`src/sv/sgb_pkg.sv`:
```
// Shared types, constants and helpers for the separable Gaussian blur block.
package sgb_pkg;

  localparam int RADIUS_DEF     = 3;
  localparam int MAX_WIDTH_DEF  = 2048;
  localparam int MAX_HEIGHT_DEF = 2048;

  localparam int SAMPLE_W  = 24;
  localparam int TAP_W     = 16;
  localparam int DIM_W     = 12;
  localparam int CFG_W     = 16;
  localparam int CFG_IDX_W = 3;
  localparam int DIST_W    = 2;
  localparam int PROD_W    = SAMPLE_W + TAP_W + 1;
  localparam int ACC_W     = PROD_W + 3;
  localparam int WSUM_W    = TAP_W + 3;
  localparam int QUOT_W    = SAMPLE_W;

  localparam logic [CFG_IDX_W-1:0] REG_FRAME_WIDTH  = 3'd0;
  localparam logic [CFG_IDX_W-1:0] REG_FRAME_HEIGHT = 3'd1;
  localparam logic [CFG_IDX_W-1:0] REG_WEIGHT_CTR   = 3'd2;
  localparam logic [CFG_IDX_W-1:0] REG_WEIGHT_ONE   = 3'd3;
  localparam logic [CFG_IDX_W-1:0] REG_WEIGHT_TWO   = 3'd4;
  localparam logic [CFG_IDX_W-1:0] REG_WEIGHT_THREE = 3'd5;

  localparam logic OP_PIXEL = 1'b0;
  localparam logic OP_DRAIN = 1'b1;

  localparam logic [DIM_W-1:0] RST_FRAME_WIDTH  = 12'd2048;
  localparam logic [DIM_W-1:0] RST_FRAME_HEIGHT = 12'd2048;
  localparam logic [TAP_W-1:0] RST_WEIGHT_CTR   = 16'd26152;
  localparam logic [TAP_W-1:0] RST_WEIGHT_ONE   = 16'd15862;
  localparam logic [TAP_W-1:0] RST_WEIGHT_TWO   = 16'd3539;
  localparam logic [TAP_W-1:0] RST_WEIGHT_THREE = 16'd290;

  localparam logic signed [SAMPLE_W-1:0] SAT_MAX = 24'sh7FFFFF;
  localparam logic signed [SAMPLE_W-1:0] SAT_MIN = 24'sh800000;

  typedef logic signed [SAMPLE_W-1:0] sample_t;
  typedef logic signed [PROD_W-1:0]   product_t;

  typedef struct packed {
    logic             active;
    logic [TAP_W-1:0] weight;
  } tap_t;

  typedef struct packed {
    logic shift;
    logic ext_sel;
  } cell_cmd_t;

  typedef struct packed {
    logic [TAP_W-1:0] center;
    logic [TAP_W-1:0] one;
    logic [TAP_W-1:0] two;
    logic [TAP_W-1:0] three;
  } weights_t;

  function automatic logic [TAP_W-1:0] tap_weight(input logic [DIST_W-1:0] distance,
                                                  input weights_t w);
    logic [TAP_W-1:0] r;
    unique case (distance)
      2'd0:    r = w.center;
      2'd1:    r = w.one;
      2'd2:    r = w.two;
      default: r = w.three;
    endcase
    return r;
  endfunction

endpackage

```
`src/sv/sgb_cell.sv`:
```
// One window cell: holds a sample, passes it on, and forms one weighted product.
module sgb_cell (
  input  logic               clk,
  input  logic               rst,
  input  sgb_pkg::cell_cmd_t cmd,
  input  sgb_pkg::tap_t      tap,
  input  sgb_pkg::sample_t   shift_in,
  input  sgb_pkg::sample_t   ext,
  output sgb_pkg::sample_t   sample,
  output sgb_pkg::product_t  product
);
  import sgb_pkg::*;

  sample_t  operand;
  product_t mult;

  assign operand = cmd.ext_sel ? ext : sample;
  assign mult    = operand * $signed({1'b0, tap.weight});

  always_ff @(posedge clk) begin
    if (rst) begin
      sample <= '0;
    end else if (cmd.shift) begin
      sample <= shift_in;
    end
  end

  // Gate the product so unwritten line entries never reach the sum
  always_ff @(posedge clk) begin
    product <= tap.active ? mult : '0;
  end
endmodule

```
`config.mk`:
```
export PLATFORM = sky130hd
export DESIGN_NAME = sgb_cell
export DESIGN_NICKNAME = d
export VERILOG_FILES = /design/src/sv/sgb_pkg.sv /design/src/sv/sgb_cell.sv
export SDC_FILE = /design/constraint.sdc
export NUM_CORES = 1
export LEC_CHECK = 0
export ABC_CLOCK_PERIOD_IN_PS = 6700
export BUFFER_PORTS_ARGS = -buffer_cell sky130_fd_sc_hd__buf_4
export CELL_PAD_IN_SITES_DETAIL_PLACEMENT = 1
export CELL_PAD_IN_SITES_GLOBAL_PLACEMENT = 1
export CORE_MARGIN = 4
export CORE_UTILIZATION = 32
export CTS_CLUSTER_SIZE = 30
export DETAILED_ROUTE_END_ITERATION = 10
export GPL_TIMING_DRIVEN = 0
export PLACE_DENSITY = 0.63
export SKIP_LAST_GASP = 1
export SYNTH_ARGS = -nofsm -noshare
export SYNTH_HDL_FRONTEND = slang
export SYNTH_SLANG_ARGS = --single-unit
```
`constraint.sdc`:
```
create_clock -name clk -period 6.7 [get_ports clk]
set_input_delay 0.67 -clock clk [delete_from_list [all_inputs] [get_ports clk]]
set_output_delay 0.67 -clock clk [all_outputs]
set_load 0.05 [all_outputs]
```
==> impl_metrics.toml <==
[critical_path]
crit_type = "input port to register"
critPathLaunchType = "input port"
cp.arrival_ns = 6.83
crit_required_ns = 6.99
rr_worst_depth = 23
crit_fanout = 10
end_kind = "register"

[timing]
finalMaxSlewViolations = 0
fin_crit_ns = 6.546
setup-violations-final = 0
worst_clock_skew_ns = 0.02301
fmax_mhz = 152.8
fin_crit_sh_pct = 97.71
maxSlewHeadroom_pct = 46.85
finalHoldViolCount = 0
worst_slew_pin_slew_ns = 0.7972

[synth]
synth-warning-count = 0
synth_seq_cells = 65
synth_flop_cell = "dfxtp_1"
postSynthAreaPerCell_sq_um = 9.112
yosysSeqAreaShare_pct = 7.974
synthTopCellsByArea = "fa_1 46%, inv_1 10%, dfxtp_1 8.0%, ha_1 7.7%, and2_1 6.7%"
synth_fp_nets = 2338
ys_async_sr_fraction_pct = 0
synth_cells = 1791
synth_area_sq_um = 16320
synth_cell_types = 60
netlist.area_leader.share_pct = 46.25
yosys.area.top_type = "fa_1"
synth_edf_count = 0

[drt]
ant_nets = 0
via_count = 12550
wire_per_inst_um = 20.56
firstDrtPassIters = 4
viasPerCell = 4.758
drc = 0
drt_iter0_markers = 484
drt_wl_total_um = 54250

[layout]
area_growth_pct = 19.24
antenna_cells = 0
final_core_util_pct = 38.71
drive_gt1_share_pct = 17.24
final_common_cell = "inv_1"
final_nets = 2508
fill_cells = 5887
final_cell_mix = "446 x inv_1, 351 x fa_1, 250 x nand2_1, 173 x and2_1, 164 x buf_4"

[global_route]
grt_antenna_before_repair = 1
grt_usage_pct = 20.60
grt_max_degree = 17
grt-ovfl-total = 0
grt_pass1_wl_um = 84120
grt_pass1_vias = 14670

[floorplanning]
initial_core_util_pct = 32.46
io_pins = 134
die-area_sq_um = 54670
die_w_um = 233.8
rows = 82
die_y_um = 233.8
core_sq_um = 50270

[clock_network]
cts.sinks = 65
clock_path_buffers = 2
cts_tree = "yes"
cts-root-buf = "clkbuf_16"
clkTransAtPathRegs_ns = 0.08
ctsHoldBuffers = 0
numCtsBuffers = 9
cts_max_level = 3
clk_latency_ns = 0.39

[run_status]
status = "completed"

[place]
place.detailed.hpwl_um = 45530
portBuffers = 131
gp_congestion = 0.9027

[hold_path]
min_path_type = "input port to register"
whs_path_depth = 2

[flow_run]
cap_violations = 0
## worst paths after layout
check	slack (ns)	to	from
max	0.15	product[37]	cmd[0]
min	0.51	sample[1]	rst
max reg2reg	0.36	product[37]	sample[9]
min reg2reg	0.54	sample[18]	sample[18]
## per-stage QoR
step | instance area (sq um) | cells | hold WS, ns | setup slack, ns | TNS, ns
2_1_floorplan | 16340 | 1791 | 0.7419 | 0.01841 | 0
3_3_place_gp | 18160 | 2594 | 0.4999 | -1.429 | -25.74
3_5_place_dp | 18160 | 2594 | 0.5185 | -1.503 | -27.07
4_1_cts | 18940 | 2613 | 0.4817 | 0.002513 | 0
5_1_grt | 19460 | 2638 | 0.5179 | -0.06627 | -0.1226
6_report | 19460 | 2638 | 0.5098 | 0.1537 | 0
## cells in the mapped netlist, types with 2 or more instances
library cell,number
mux2i_1,25
o21bai_1,5
xnor2_1,27
and3b_1,4
nor2_1,42
and3_1,5
clkbuf_1,67
nor3_1,2
nor3b_1,2
and2_1,175
ha_1,101
buf_2,3
and4_1,2
nand2b_1,6
a211oi_1,2
nor2b_1,17
a31oi_1,7
o211ai_1,5
or2_2,2
nand2_1,255
nand3_1,5
fa_1,377
a21oi_1,36
o21ai_0,12
o21ai_2,2
dfxtp_1,65
o21ai_1,4
inv_1,453
nand4_1,3
xor2_1,7
a21o_1,13
mux2_2,23
o21a_1,10
## routing by layer
layer / vias up / global-route usage [%] / wire length (um)
li1: 5549 / - / -
met1: 6657 / 23.73 / 20980
met2: 260 / 37.70 / 28380
met3: 86 / 3.766 / 2484
met4: 0 / 8.225 / 2402
met5: - / 0 / 0
## registers in the layout, indices dropped and copies added, names as in the netlist
register	cells
product	41
sample	24
## layout make-up
type | count | area [sq um] | area share (%)
Multi-Input combinational cell | 1202 | 13520 | 69.49
Inverter | 453 | 1703 | 8.751
Sequential cell | 65 | 1301 | 6.687
Timing Repair Buffer | 163 | 1259 | 6.468
Tap cell | 672 | 840.8 | 4.321
Buffer | 67 | 535.5 | 2.752
Clock buffer | 11 | 242.7 | 1.247
Clock inverter | 5 | 55.05 | 0.2829
## worst max-delay path, cell delays in order
cell and delay [ns]:
buf_12 0.12, clkbuf_16 0.17, mux2_4 0.36, buf_4 0.17, and2_1 0.16, fa_1 0.47, inv_1 0.05, fa_1 0.49
fa_2 0.56, inv_1 0.05, fa_2 0.39, fa_1 0.52, inv_1 0.05, fa_1 0.49, inv_1 0.05, ha_1 0.28
buf_6 0.12, and3_4 0.20, nand2_2 0.08, a2111oi_4 0.37, o211ai_1 0.15, buf_4 0.19, a31oi_4 0.24, o21a_1 0.18
o21ai_1 0.06, and3b_1 0.17
## cells by family (layout without fill, tap and decap cells)
kind of cell	Yosys count	count (layout)	synth area share, %
fa+ha+maj	478	478	53.99
simple gates	524	524	15.62
mux	48	48	3.120
xor+xnor	34	34	1.825
buf+inv	524	699	12.10
flops	65	65	7.974
compound gates	118	118	5.375
## timing repair
action | in CTS | in global routing
pin swaps | 4 | 41
endpoints found under the setup margin | 26 | 20
gates cloned | 0 | 2
resized for setup | 125 | 103
setup buffers | 6 | 25
Power is not shown: default switching activity piles up to over one toggle a cycle in this logic, so the estimate is an artifact.
