## src/sv/sgb_pkg.sv

```systemverilog
// Shared types, constants and helpers for the separable Gaussian blur block.
package sgb_pkg;

  localparam int RADIUS_DEF     = 3;
  localparam int MAX_WIDTH_DEF  = 2048;
  localparam int MAX_HEIGHT_DEF = 2048;

  localparam int SAMPLE_W  = 24;
  localparam int TAP_W     = 16;
  localparam int DIM_W     = 12;
  localparam int CFG_W     = 16;
  localparam int CFG_IDX_W = 3;
  localparam int DIST_W    = 2;
  localparam int PROD_W    = SAMPLE_W + TAP_W + 1;
  localparam int ACC_W     = PROD_W + 3;
  localparam int WSUM_W    = TAP_W + 3;
  localparam int QUOT_W    = SAMPLE_W;

  localparam logic [CFG_IDX_W-1:0] REG_FRAME_WIDTH  = 3'd0;
  localparam logic [CFG_IDX_W-1:0] REG_FRAME_HEIGHT = 3'd1;
  localparam logic [CFG_IDX_W-1:0] REG_WEIGHT_CTR   = 3'd2;
  localparam logic [CFG_IDX_W-1:0] REG_WEIGHT_ONE   = 3'd3;
  localparam logic [CFG_IDX_W-1:0] REG_WEIGHT_TWO   = 3'd4;
  localparam logic [CFG_IDX_W-1:0] REG_WEIGHT_THREE = 3'd5;

  localparam logic OP_PIXEL = 1'b0;
  localparam logic OP_DRAIN = 1'b1;

  localparam logic [DIM_W-1:0] RST_FRAME_WIDTH  = 12'd2048;
  localparam logic [DIM_W-1:0] RST_FRAME_HEIGHT = 12'd2048;
  localparam logic [TAP_W-1:0] RST_WEIGHT_CTR   = 16'd26152;
  localparam logic [TAP_W-1:0] RST_WEIGHT_ONE   = 16'd15862;
  localparam logic [TAP_W-1:0] RST_WEIGHT_TWO   = 16'd3539;
  localparam logic [TAP_W-1:0] RST_WEIGHT_THREE = 16'd290;

  localparam logic signed [SAMPLE_W-1:0] SAT_MAX = 24'sh7FFFFF;
  localparam logic signed [SAMPLE_W-1:0] SAT_MIN = 24'sh800000;

  typedef logic signed [SAMPLE_W-1:0] sample_t;
  typedef logic signed [PROD_W-1:0]   product_t;

  typedef struct packed {
    logic             active;
    logic [TAP_W-1:0] weight;
  } tap_t;

  typedef struct packed {
    logic shift;
    logic ext_sel;
  } cell_cmd_t;

  typedef struct packed {
    logic [TAP_W-1:0] center;
    logic [TAP_W-1:0] one;
    logic [TAP_W-1:0] two;
    logic [TAP_W-1:0] three;
  } weights_t;

  function automatic logic [TAP_W-1:0] tap_weight(input logic [DIST_W-1:0] distance,
                                                  input weights_t w);
    logic [TAP_W-1:0] r;
    unique case (distance)
      2'd0:    r = w.center;
      2'd1:    r = w.one;
      2'd2:    r = w.two;
      default: r = w.three;
    endcase
    return r;
  endfunction

endpackage

```

## src/sv/sgb_divider.sv

```systemverilog
// Bit-serial rounding divider: acc / wsum, ties away from zero, saturated to 24 bits.
module sgb_divider (
  input  logic                                clk,
  input  logic                                rst,
  input  logic                                start,
  input  logic signed [sgb_pkg::ACC_W-1:0]    acc,
  input  logic        [sgb_pkg::WSUM_W-1:0]   wsum,
  output logic                                done,
  output sgb_pkg::sample_t                    result
);
  import sgb_pkg::*;

  localparam logic [2:0] D_IDLE  = 3'd0;
  localparam logic [2:0] D_PREP  = 3'd1;
  localparam logic [2:0] D_CHECK = 3'd2;
  localparam logic [2:0] D_ITER  = 3'd3;
  localparam logic [2:0] D_FIN   = 3'd4;
  localparam int CNT_W = $clog2(QUOT_W);
  localparam int NUM_W = ACC_W + 1;
  localparam int DEN_W = WSUM_W + 1;

  logic [2:0]              state;
  logic signed [ACC_W-1:0] acc_r;
  logic [WSUM_W-1:0]       wsum_r;
  logic                    neg_r;
  logic                    zero_r;
  logic                    ovf_r;
  logic [NUM_W-1:0]        num_r;
  logic [DEN_W-1:0]        den_r;
  logic [DEN_W-1:0]        rem;
  logic [QUOT_W-1:0]       low;
  logic [CNT_W-1:0]        count;
  logic [ACC_W-1:0]        mag;
  logic [DEN_W:0]          trial;
  logic                    fits;

  assign mag   = acc_r[ACC_W-1] ? ACC_W'(-acc_r) : ACC_W'(acc_r);
  assign trial = {rem, low[QUOT_W-1]};
  assign fits  = trial >= {1'b0, den_r};

  always_ff @(posedge clk) begin
    if (rst) begin
      state <= D_IDLE;
      done  <= 1'b0;
    end else begin
      done <= 1'b0;
      unique case (state)
        D_IDLE:  if (start) state <= D_PREP;
        D_PREP:  state <= D_CHECK;
        D_CHECK: state <= D_ITER;
        D_ITER:  if (count == CNT_W'(QUOT_W - 1)) state <= D_FIN;
        D_FIN: begin
          done  <= 1'b1;
          state <= D_IDLE;
        end
        default: state <= D_IDLE;
      endcase
    end
  end

  always_ff @(posedge clk) begin
    unique case (state)
      D_IDLE: begin
        if (start) begin
          acc_r  <= acc;
          wsum_r <= wsum;
        end
      end
      D_PREP: begin
        neg_r  <= acc_r[ACC_W-1];
        zero_r <= (wsum_r == '0);
        num_r  <= {mag, 1'b0} + NUM_W'(wsum_r);
        den_r  <= {wsum_r, 1'b0};
      end
      D_CHECK: begin
        // A quotient of 2^24 or more saturates either way
        ovf_r <= num_r >= {1'b0, den_r, {QUOT_W{1'b0}}};
        rem   <= num_r[NUM_W-2 -: DEN_W];
        low   <= num_r[QUOT_W-1:0];
        count <= '0;
      end
      D_ITER: begin
        rem   <= fits ? DEN_W'(trial - {1'b0, den_r}) : trial[DEN_W-1:0];
        low   <= {low[QUOT_W-2:0], fits};
        count <= count + CNT_W'(1);
      end
      D_FIN: begin
        if (zero_r) begin
          result <= '0;
        end else if (neg_r) begin
          result <= (ovf_r || low > 24'd8388608) ? SAT_MIN : SAMPLE_W'(-{1'b0, low});
        end else begin
          result <= (ovf_r || low > 24'd8388607) ? SAT_MAX : sample_t'(low);
        end
      end
      default: ;
    endcase
  end
endmodule

```

## config.mk

```make
export PLATFORM = sky130hd
export DESIGN_NAME = sgb_divider
export DESIGN_NICKNAME = d
export VERILOG_FILES = /design/src/sv/sgb_pkg.sv /design/src/sv/sgb_divider.sv
export SDC_FILE = /design/constraint.sdc
export NUM_CORES = 1
export LEC_CHECK = 0
export BUFFER_PORTS_ARGS = -buffer_cell sky130_fd_sc_hd__buf_2
export CORE_UTILIZATION = 45
export DETAILED_ROUTE_END_ITERATION = 10
export GPL_ROUTABILITY_DRIVEN = 0
export PLACE_DENSITY = 0.75
export SETUP_SLACK_MARGIN = 0.5
export SYNTH_ARGS = -nofsm -noshare
export SYNTH_HDL_FRONTEND = slang
export SYNTH_SLANG_ARGS = --single-unit
```

## constraint.sdc

```tcl
create_clock -name clk -period 10.9 [get_ports clk]
set_input_delay 0.545 -clock clk [delete_from_list [all_inputs] [get_ports clk]]
set_output_delay 0.545 -clock clk [all_outputs]
set_load 0.01 [all_outputs]
```

==> run summary <==
Crit share post-route -> 0.422
CP arrival -> 4.93 ns
Num CTS Buffers -> 23
DRT iter0 DRCs -> 834
Crit path capture type -> flop
Unrepaired setup endpoints after global routing -> no
Pint -> 0.00159 W
Syn-to-layout area delta -> 12.4%
Max Cap Violations -> 0
Final hold violation count -> 0
Share of cells above drive strength 1 -> 0.135
Hold Slack -> 0.216 ns
Max Slew Vio Count -> 0
Fin area -> 13600 um2
NetSw -> 0.000619 W
Die Span X -> 166 um
DR vias -> 8925
Final net count -> 1332
Worst Reg-to-Reg Cells -> 15
Pwr/cell area -> 163 nW/um2
Final core utilization -> 0.518
Total core area -> 26200 um2
Simple-Gate Fraction of Synth Area -> 0.180
Hold WC Path Type -> primary input to flop
IR drop worst, VDD -> 0.000130 V
IO Pins -> 91
Netlist Area Pre-Place -> 12100 um2
Final ANT Viol Nets -> 0
# DRC -> 5
GRT overflow -> 0
H-tree depth -> 1
Status -> finished with violations
Post-CTS Hold Fix Bufs -> 0
Syn avg cell area -> 10.7 um2
GRT Total Usage -> 0.189
Count of cell types in the netlist -> 77
Nature of the critical path startpoint -> flop
Post-Synth Adder-Cell Area -> 0.0655
Crit path required time -> 11.23 ns
Clk pin slew, worst setup/hold paths -> 0.06 ns
Post-synthesis mux area share -> 0.0143
Synth area leaders -> edfxtp_1 50%, ha_1 6.2%, xnor2_1 5.0%
Post-Syn Instances -> 1124
Worst skew pair latency -> 0.51 ns
DR pass1 iterations -> 10
# resized after CTS -> 0
Number of synthesized register bits -> 206
Post-synth top area cell -> edfxtp_1
P_leak -> 4.96 nW
Switching share of power -> 0.280
Count of flip-flops with a built-in enable after synthesis -> 202
Critical path class -> flop to flop
CTS tree -> yes
Initial antenna violation count -> 0
Clock Sinks -> 206
Vias in the first global route -> 8234
Detailed placer's ending HPWL -> 19.7 mm
Clock Path Buffers -> 3
Root Buffer -> clkbuf_16
Xor/xnor share of the synthesized area -> 0.0689
Drt wl/cell -> 17.0 um
Ys Warns -> 0
Reg power frac -> 0.470
Drt total wl -> 26.4 mm
Setup Buffers After CTS -> 0
Min cycle time layout -> 4.60 ns
Global-route wire length before repair -> 42.0 mm
Setup Skew -> 0.0118 ns
Synth Area in Compound Gates -> 0.136
Cell Area, Placed -> 12900 um2
Port Buffers -> 90
Depth of the worst hold-timing path -> 1
Largest net degree at the start of global routing -> 66
Clock power frac -> 0.333
Gate power share -> 0.197
Post-synth top cells -> 202 x edfxtp_1, 134 x nand2_1, 69 x o21ai_0, 69 x xnor2_1, 62 x nor2_1
Register area share after synthesis -> 0.509
Setup_tns -> 0 ns
Largest family of logic cells by synthesized area -> simple AND/OR/NAND/NOR gates
Via-to-Cell Ratio -> 5.74
Initial Util -> 0.461
Worst-margin pin slew -> 1.17 ns
Diode count -> 0
Mapped Nets -> 1252
# setup viols final -> 0
Core Rows -> 59
CP max FO -> 8
Failing checks -> DRC
Post-synth ARST share -> 0
Yosys top cell area share -> 0.502
Die ar. -> 27500 um2
F_max -> 217 MHz
Top FF cell, synth -> edfxtp_1
Worst rel slew slack -> 0.221
Die Y -> 166 um
Count leader, synth -> edfxtp_1
state kept, by name, summed over array words and instances (netlist names), 3 cells and up:
name    cells
num_r      45
acc_r      44
low        24
result     24
rem        20
wsum_r     19
den_r      18
count       5
state       3
worst max-delay path, stage by stage (launching register included):
cell and delay, ns:
edfxtp_1 0.41, inv_1 0.08, ha_1 0.19, or4b_1 0.61
or4_1 0.61, o31ai_1 0.27, xnor2_1 0.10, ha_1 0.36
o21ai_0 0.14, a211oi_1 0.35, o21ai_0 0.16, nand3_1 0.12
a31o_2 0.17, nand3_2 0.12, or4b_1 0.51, o31ai_1 0.24
stage by stage:
| stage | std cells | setup slack (ns) | power, W |
|---|---|---|---|
| after floorplan | 1124 | 3.27 | 0.00137 |
| after global placement | 1514 | 6.47 | 0.00147 |
| after detailed placement | 1514 | 6.32 | 0.00148 |
| after CTS | 1554 | 6.30 | 0.00222 |
| after global routing | 1554 | 6.01 | 0.00231 |
| final | 1554 | 6.30 | 0.00221 |
metal layers:
layer / wire [um] / vias to the layer above / track usage
met4: 651 / 0 / 0.0512
met1: 12300 / 4130 / 0.269
met3: 1670 / 53 / 0.0236
met5: 0 / - / 0
li1: - / 4398 / -
met2: 11800 / 344 / 0.304
power by group through the flow:
| stage | Sequential (W) | Clock [W] | Combinational, W |
|---|---|---|---|
| after CTS | 0.00104 | 0.000750 | 0.000433 |
| after global routing | 0.00105 | 0.000779 | 0.000486 |
| after floorplan | 0.00103 | 0 | 0.000337 |
| after detailed placement | 0.00105 | 0 | 0.000430 |
| final | 0.00104 | 0.000735 | 0.000434 |
| after global placement | 0.00105 | 0 | 0.000420 |
layout make-up:
type	count	area, um2
Clock buffer	26	587
Timing Repair Buffer	97	503
Sequential cell	206	6150
Inverter	40	150
Clock inverter	14	128
Tap cell	335	419
Multi-Input combinational cell	836	5630
Fill cell	2217	12600
cell families after synthesis:
family	Yosys count
AOI/OAI and AO/OA	251
adders and majority gates	62
muxes	17
DFF	206
buffers and inverters	82
xor gates and xnor gates	95
and+or+nand+nor	411
path summary, 6_finish.rpt:
check / startpoint / endpoint / slack [ns]
max reg2reg: acc_r[0]$_DFFE_PP_ / num_r[44]$_DFFE_PP_ / 6.30
max: acc_r[0]$_DFFE_PP_ / num_r[44]$_DFFE_PP_ / 6.30
min: wsum[7] / wsum_r[7]$_DFFE_PP_ / 0.22
min reg2reg: num_r[17]$_DFFE_PP_ / low[17]$_DFFE_PP_ / 0.54
cells in the final DEF (no fill, tap or decap), types with 4 or more instances in the layout:
cell type	instances
or3_1	26
o21ai_0	68
clkinv_1	5
a211oi_1	10
buf_2	90
or4_1	7
and2_1	8
a31oi_1	33
edfxtp_1	202
nor3_1	39
o21bai_1	10
buf_4	7
nor2_1	62
a21oi_1	41
a21o_1	23
nand2_1	133
clkbuf_16	23
or2_2	12
nand3_1	15
nand4b_1	4
inv_1	40
nand2b_1	10
o21a_1	8
nand4_1	15
xor2_1	26
xnor2_1	69
nand3b_1	16
nor4_1	20
nor2b_1	8
and4_1	5
dfxtp_1	4
mux2i_1	15
ha_1	60
o31ai_1	15
o41ai_1	12
(Power assumes the default switching activity.)
